### config.mk
export PLATFORM = sky130hd
export DESIGN_NAME = mbrc_crc_unit
export DESIGN_NICKNAME = d
export VERILOG_FILES = /design/src/hdl/mbrc_pkg.sv /design/src/hdl/mbrc_crc_unit.sv
export SDC_FILE = /design/constraint.sdc
export NUM_CORES = 1
export LEC_CHECK = 0
export ABC_AREA = 1
export BUFFER_PORTS_ARGS = -buffer_cell sky130_fd_sc_hd__buf_4
export CORE_ASPECT_RATIO = 1.5
export CORE_MARGIN = 3
export CORE_UTILIZATION = 30
export CTS_CLUSTER_SIZE = 10
export DETAILED_ROUTE_END_ITERATION = 16
export GPL_ROUTABILITY_DRIVEN = 0
export PLACE_DENSITY = 0.51
export SLEW_MARGIN = 40
export SYNTH_ARGS = -nofsm -noshare
export SYNTH_HDL_FRONTEND = slang
export SYNTH_SLANG_ARGS = --single-unit
### constraint.sdc
create_clock -name i_clk -period 1.15 [get_ports i_clk]
set_input_delay 0.0575 -clock i_clk [delete_from_list [all_inputs] [get_ports i_clk]]
set_output_delay 0.0575 -clock i_clk [all_outputs]
set_load 0.1 [all_outputs]
### src/hdl/mbrc_pkg.sv
// Shared constants, codes and types for the Modbus RTU response checker.
`timescale 1ns / 1ps

package mbrc_pkg;

    localparam int MAX_REGS = 32;
    localparam int IDX_W    = (MAX_REGS > 1) ? $clog2(MAX_REGS) : 1;
    localparam int CNT_W    = $clog2(MAX_REGS + 1);
    localparam int LIMIT_RD = (MAX_REGS < 125) ? MAX_REGS : 125;
    localparam int LIMIT_WR = (MAX_REGS < 123) ? MAX_REGS : 123;

    localparam int APB_AW = 5;
    localparam int APB_DW = 32;

    localparam logic [1:0] CMD_START = 2'd0;
    localparam logic [1:0] CMD_BYTE  = 2'd1;
    localparam logic [1:0] CMD_TICK  = 2'd2;

    localparam logic [2:0] STAT_OK      = 3'd0;
    localparam logic [2:0] STAT_PARAM   = 3'd1;
    localparam logic [2:0] STAT_TIMEOUT = 3'd2;
    localparam logic [2:0] STAT_CRC     = 3'd3;
    localparam logic [2:0] STAT_EXCEPT  = 3'd4;
    localparam logic [2:0] STAT_FRAME   = 3'd5;

    localparam logic [2:0] REG_SLAVE_ADDR = 3'd0;
    localparam logic [2:0] REG_FUNC_CODE  = 3'd1;
    localparam logic [2:0] REG_COUNT      = 3'd2;
    localparam logic [2:0] REG_ACK_MODE   = 3'd3;
    localparam logic [2:0] REG_TIMEOUT    = 3'd4;

    localparam logic [15:0] CRC_INIT       = 16'hFFFF;
    localparam logic [15:0] CRC_POLY       = 16'hA001;
    localparam logic [7:0]  FC_WRITE_MULTI = 8'h10;
    localparam logic [7:0]  ACK_LEN        = 8'd8;
    localparam logic [7:0]  EXC_LEN        = 8'd5;
    localparam logic [7:0]  FRAME_OVERHEAD = 8'd5;

    typedef struct packed {
        logic       init;
        logic       start;
        logic [7:0] data;
    } t_crc_ctrl;

    typedef struct packed {
        logic        busy;
        logic        done;
        logic [15:0] crc;
    } t_crc_stat;

endpackage

### src/hdl/mbrc_crc_unit.sv
// Bit-serial CRC-16 engine, one shift/xor step per cycle.
`timescale 1ns / 1ps

module mbrc_crc_unit
    import mbrc_pkg::*;
(
    input  logic      i_clk,
    input  logic      i_rst_n,
    input  t_crc_ctrl i_ctrl,
    output t_crc_stat o_stat
);

    logic [15:0] r_crc, n_crc;
    logic [2:0]  r_cnt, n_cnt;
    logic        r_busy, n_busy;

    always_comb begin
        n_crc  = r_crc;
        n_cnt  = r_cnt;
        n_busy = r_busy;
        if (i_ctrl.init) begin
            n_crc = CRC_INIT;
        end else if (i_ctrl.start) begin
            n_crc  = r_crc ^ {8'h00, i_ctrl.data};
            n_cnt  = 3'd0;
            n_busy = 1'b1;
        end else if (r_busy) begin
            n_crc = r_crc[0] ? ((r_crc >> 1) ^ CRC_POLY) : (r_crc >> 1);
            n_cnt = r_cnt + 3'd1;
            if (r_cnt == 3'd7) begin
                n_busy = 1'b0;
            end
        end
    end

    always_ff @(posedge i_clk) begin
        if (!i_rst_n) begin
            r_crc  <= CRC_INIT;
            r_cnt  <= 3'd0;
            r_busy <= 1'b0;
        end else begin
            r_crc  <= n_crc;
            r_cnt  <= n_cnt;
            r_busy <= n_busy;
        end
    end

    assign o_stat.busy = r_busy;
    assign o_stat.done = r_busy && (r_cnt == 3'd7);
    assign o_stat.crc  = r_crc;

    a_no_restart_busy: assert property (@(posedge i_clk) disable iff (!i_rst_n)
        i_ctrl.start |-> !r_busy)
        else $error("crc start while busy");

    a_init_start_excl: assert property (@(posedge i_clk) disable iff (!i_rst_n)
        !(i_ctrl.init && i_ctrl.start))
        else $error("crc init and start together");

    a_eight_steps: assert property (@(posedge i_clk) disable iff (!i_rst_n)
        (r_busy && r_cnt == 3'd7) |=> !r_busy)
        else $error("crc ran past eight steps");

endmodule

==> flow_summary.yaml <==
critical_path:
  r2r_setup_slack_ns: 0
  cpLargestDelayFamily: "flip-flops"
  cp-end-kind: "primary output"
  path_max_fanout: 2
  crit_cells: 5
  cp-startpoint: "r_cnt[0]"
  r2r-end: "r_busy"
  worst_setup_path_start_kind: "flip-flop"
  r2r_cells: 7
  worst-endpoint-arrival_ns: 1.22
  slowest_delay_ns: 0.34
  cp_cell_sequence: "ha_4 > ha_4 > nand2_4 > clkinvlp_4 > buf_12"
  reg2reg_from: "r_cnt[0]"
  crit_required_ns: 1.09
  crit_path_end: "o_stat[16]"
  cp_slowest_cell: "dfxtp_2"
  worstSetupPathType: "reg -> out"
  crit_top_cell: "ha_4"
  critPathBufInv: 2
synthesis:
  yosys_register_bits: 20
  synth_ff_type: "dfxtp_1"
  ys_seq_area_share_pct: 42.8
  synthArstFlopShare_pct: 0
  synth-edff-count: 0
  yosysMostFrequentCell: "nand2_1"
  synth.top_cells.by_count: "34 x nand2_1, 20 x dfxtp_1, 17 x nand3_1, 8 x a21oi_1, 7 x xor2_1"
  synth_cell_types: 21
  synth.cell_area_um2: 935
  syn_area_per_cell_um2: 8.13
  yosysWarnings: 0
  syn_inst: 115
  synth_top_area_share_pct: 42.8
  yosys-top-cells-area: "dfxtp_1 43%, nand2_1 14%, nand3_1 9.1%, xor2_1 6.6%, a21oi_1 4.3%"
  synth.largest_area_cell: "dfxtp_1"
  syn_nets: 129
power_and_ir_drop:
  ir_worst_vdd_mv: 0.677
  leakagePower_nw: 0.600
  power_density_nw_per_um2: 1390
  p_total_mw: 1.87
clock_tree:
  cts-hold-fix-buffers: 0
  htree_levels: 1
  cts_tree: "built"
  path_clk_slew_ns: 0.07
  clock-root-buffer: "clkbuf_8"
  cts_buffers: 3
  clock_latency_ns: 0.26
  numClockSinks: 20
  cts.path.max_buffers: 2
floorplan:
  io_pins: 30
  num_rows: 24
  start_util_pct: 31.8
  die_width_um: 51.6
  dieArea_um2: 3840
  core_area_um2: 2940
  die_y_um: 74.4
timing:
  fmax_mhz: 784
  setup_slack_ns: -0.126
  slew_viol_final: 0
  min_period_ns: 1.28
  fin_crit_sh_pct: 111
  setup_tns_ns: -0.128
  clock_skew_ns: 0.00339
  rsz0062_at_grt: "true"
  slew_headroom_pct: 81.3
  final-hold-violation-count: 0
  setup_viol: 2
  tightest_slew_ns: 0.280
layout:
  fill_cells: 309
  n_antenna_cell: 0
  syn2layout_area_growth_pct: 44.6
  layout.nets: 164
  fin_util_pct: 45.9
  final_layout_size_suffix_gt1_share_pct: 49.7
job:
  maxCapViolCount: 0
drt:
  vias_per_cell: 4.51
  wl_per_cell_um: 10.9
  vias: 847
  drc_errors: 0
  wl_um: 2060
  firstDrtPassIters: 4
  antenna_left: 0
  drt_iter0_markers: 28
grt:
  grt_pass1_vias: 813
  antenna_found_initial: 0
  grt_pass1_wl_um: 3680
  grtUsageTotal_pct: 12.5
  overflow: 0
  grt_max_degree: 17
placement:
  numPortBuffers: 29
  dp_hpwl_um: 1520
status:
  violations: "negative setup slack"
  run_status: "finished, violations left"
hold_path:
  hold_path.class: "in -> reg"
-- placed cells by master (no fill, tap or decap), drive strengths merged --
master and count:
ha 2, clkbuf 3, buf 34, xor2 7, xnor2 1, dfxtp 20, inv 6, clkinvlp 1
nand2 38, o21ai 3, nor2 2, o211ai 1, bufinv 1, a21oi 9, nand3 21
-- cell type report --
cell class              count  area, um2  share of cell area, %
clock inverters             1       30.0                   2.22
multi-input cells          84        497                   36.8
repair buffers             34        272                   20.1
clock buffers               3       41.3                   3.06
flip-flops and latches     20        423                   31.3
well taps                  39       48.8                   3.61
inverters                   7       40.0                   2.96
-- state kept, by name (all words and copies together), names as in the netlist --
| register | cells |
|---|---|
| r_busy | 1 |
| r_cnt | 3 |
| r_crc | 16 |
-- cell families after synthesis --
| family | count (synthesis) | share of synthesized area, % |
|---|---|---|
| compound gates | 13 | 8.17 |
| xor+xnor | 8 | 7.50 |
| fa+ha+maj | 2 | 2.68 |
| buf+inv | 11 | 8.03 |
| flops | 20 | 42.8 |
| simple gates | 61 | 30.8 |
-- per-layer routing --
metal | up-vias | global-route usage (%) | share of wire, % | wire (um)
met5 | - | 0 | 0 | 0
met4 | 0 | 5.25 | 1.5 | 30
met3 | 4 | 2.20 | 5.9 | 122
met2 | 23 | 22.0 | 50 | 1020
met1 | 380 | 14.7 | 43 | 881
li1 | 440 | - | - | -
-- how the worst min path moves through the flow --
stage	cells past startpoint	slack, ns	start	endpoint
6_report	3	0.04	i_rst_n	r_cnt[0]
5_1_grt	3	0.06	i_rst_n	r_cnt[0]
4_1_cts	3	0.04	i_rst_n	r_cnt[0]
3_5_place_dp	3	0.32	i_rst_n	r_cnt[0]
3_3_place_gp	3	0.31	i_rst_n	r_cnt[0]
2_1_floorplan	2	0.16	i_rst_n	r_cnt[0]
-- power by group --
part	leakage, nW	internal (mW)	switching [mW]
logic	0.406	0.113	0.297
clock network	0.0357	0.465	0.243
registers	0.157	0.724	0.0295
total	0.600	1.30	0.570
-- tightest hold or removal path, cell delays in order --
cell and delay [ns]:
buf_4 0.13, inv_1 0.05, a21oi_1 0.03
-- what timing repair did --
item                       CTS  global route
pin swaps                    3             1
setup endpoints to repair    2             3
resized for setup            5             4
setup buffers                2             1
-- per-stage QoR --
stage               cell area, um2  hold WS [ns]  setup WS (ns)  instances
floorplan                      988         0.159       -0.00574        115
global placement              1230         0.312          0.106        181
detailed placement            1230         0.318         0.0898        181
CTS                           1330        0.0381         -0.142        187
global route                  1350        0.0566         -0.169        188
finish                        1350        0.0419         -0.126        188
No activity file was read; power rests on OpenSTA's default activity.
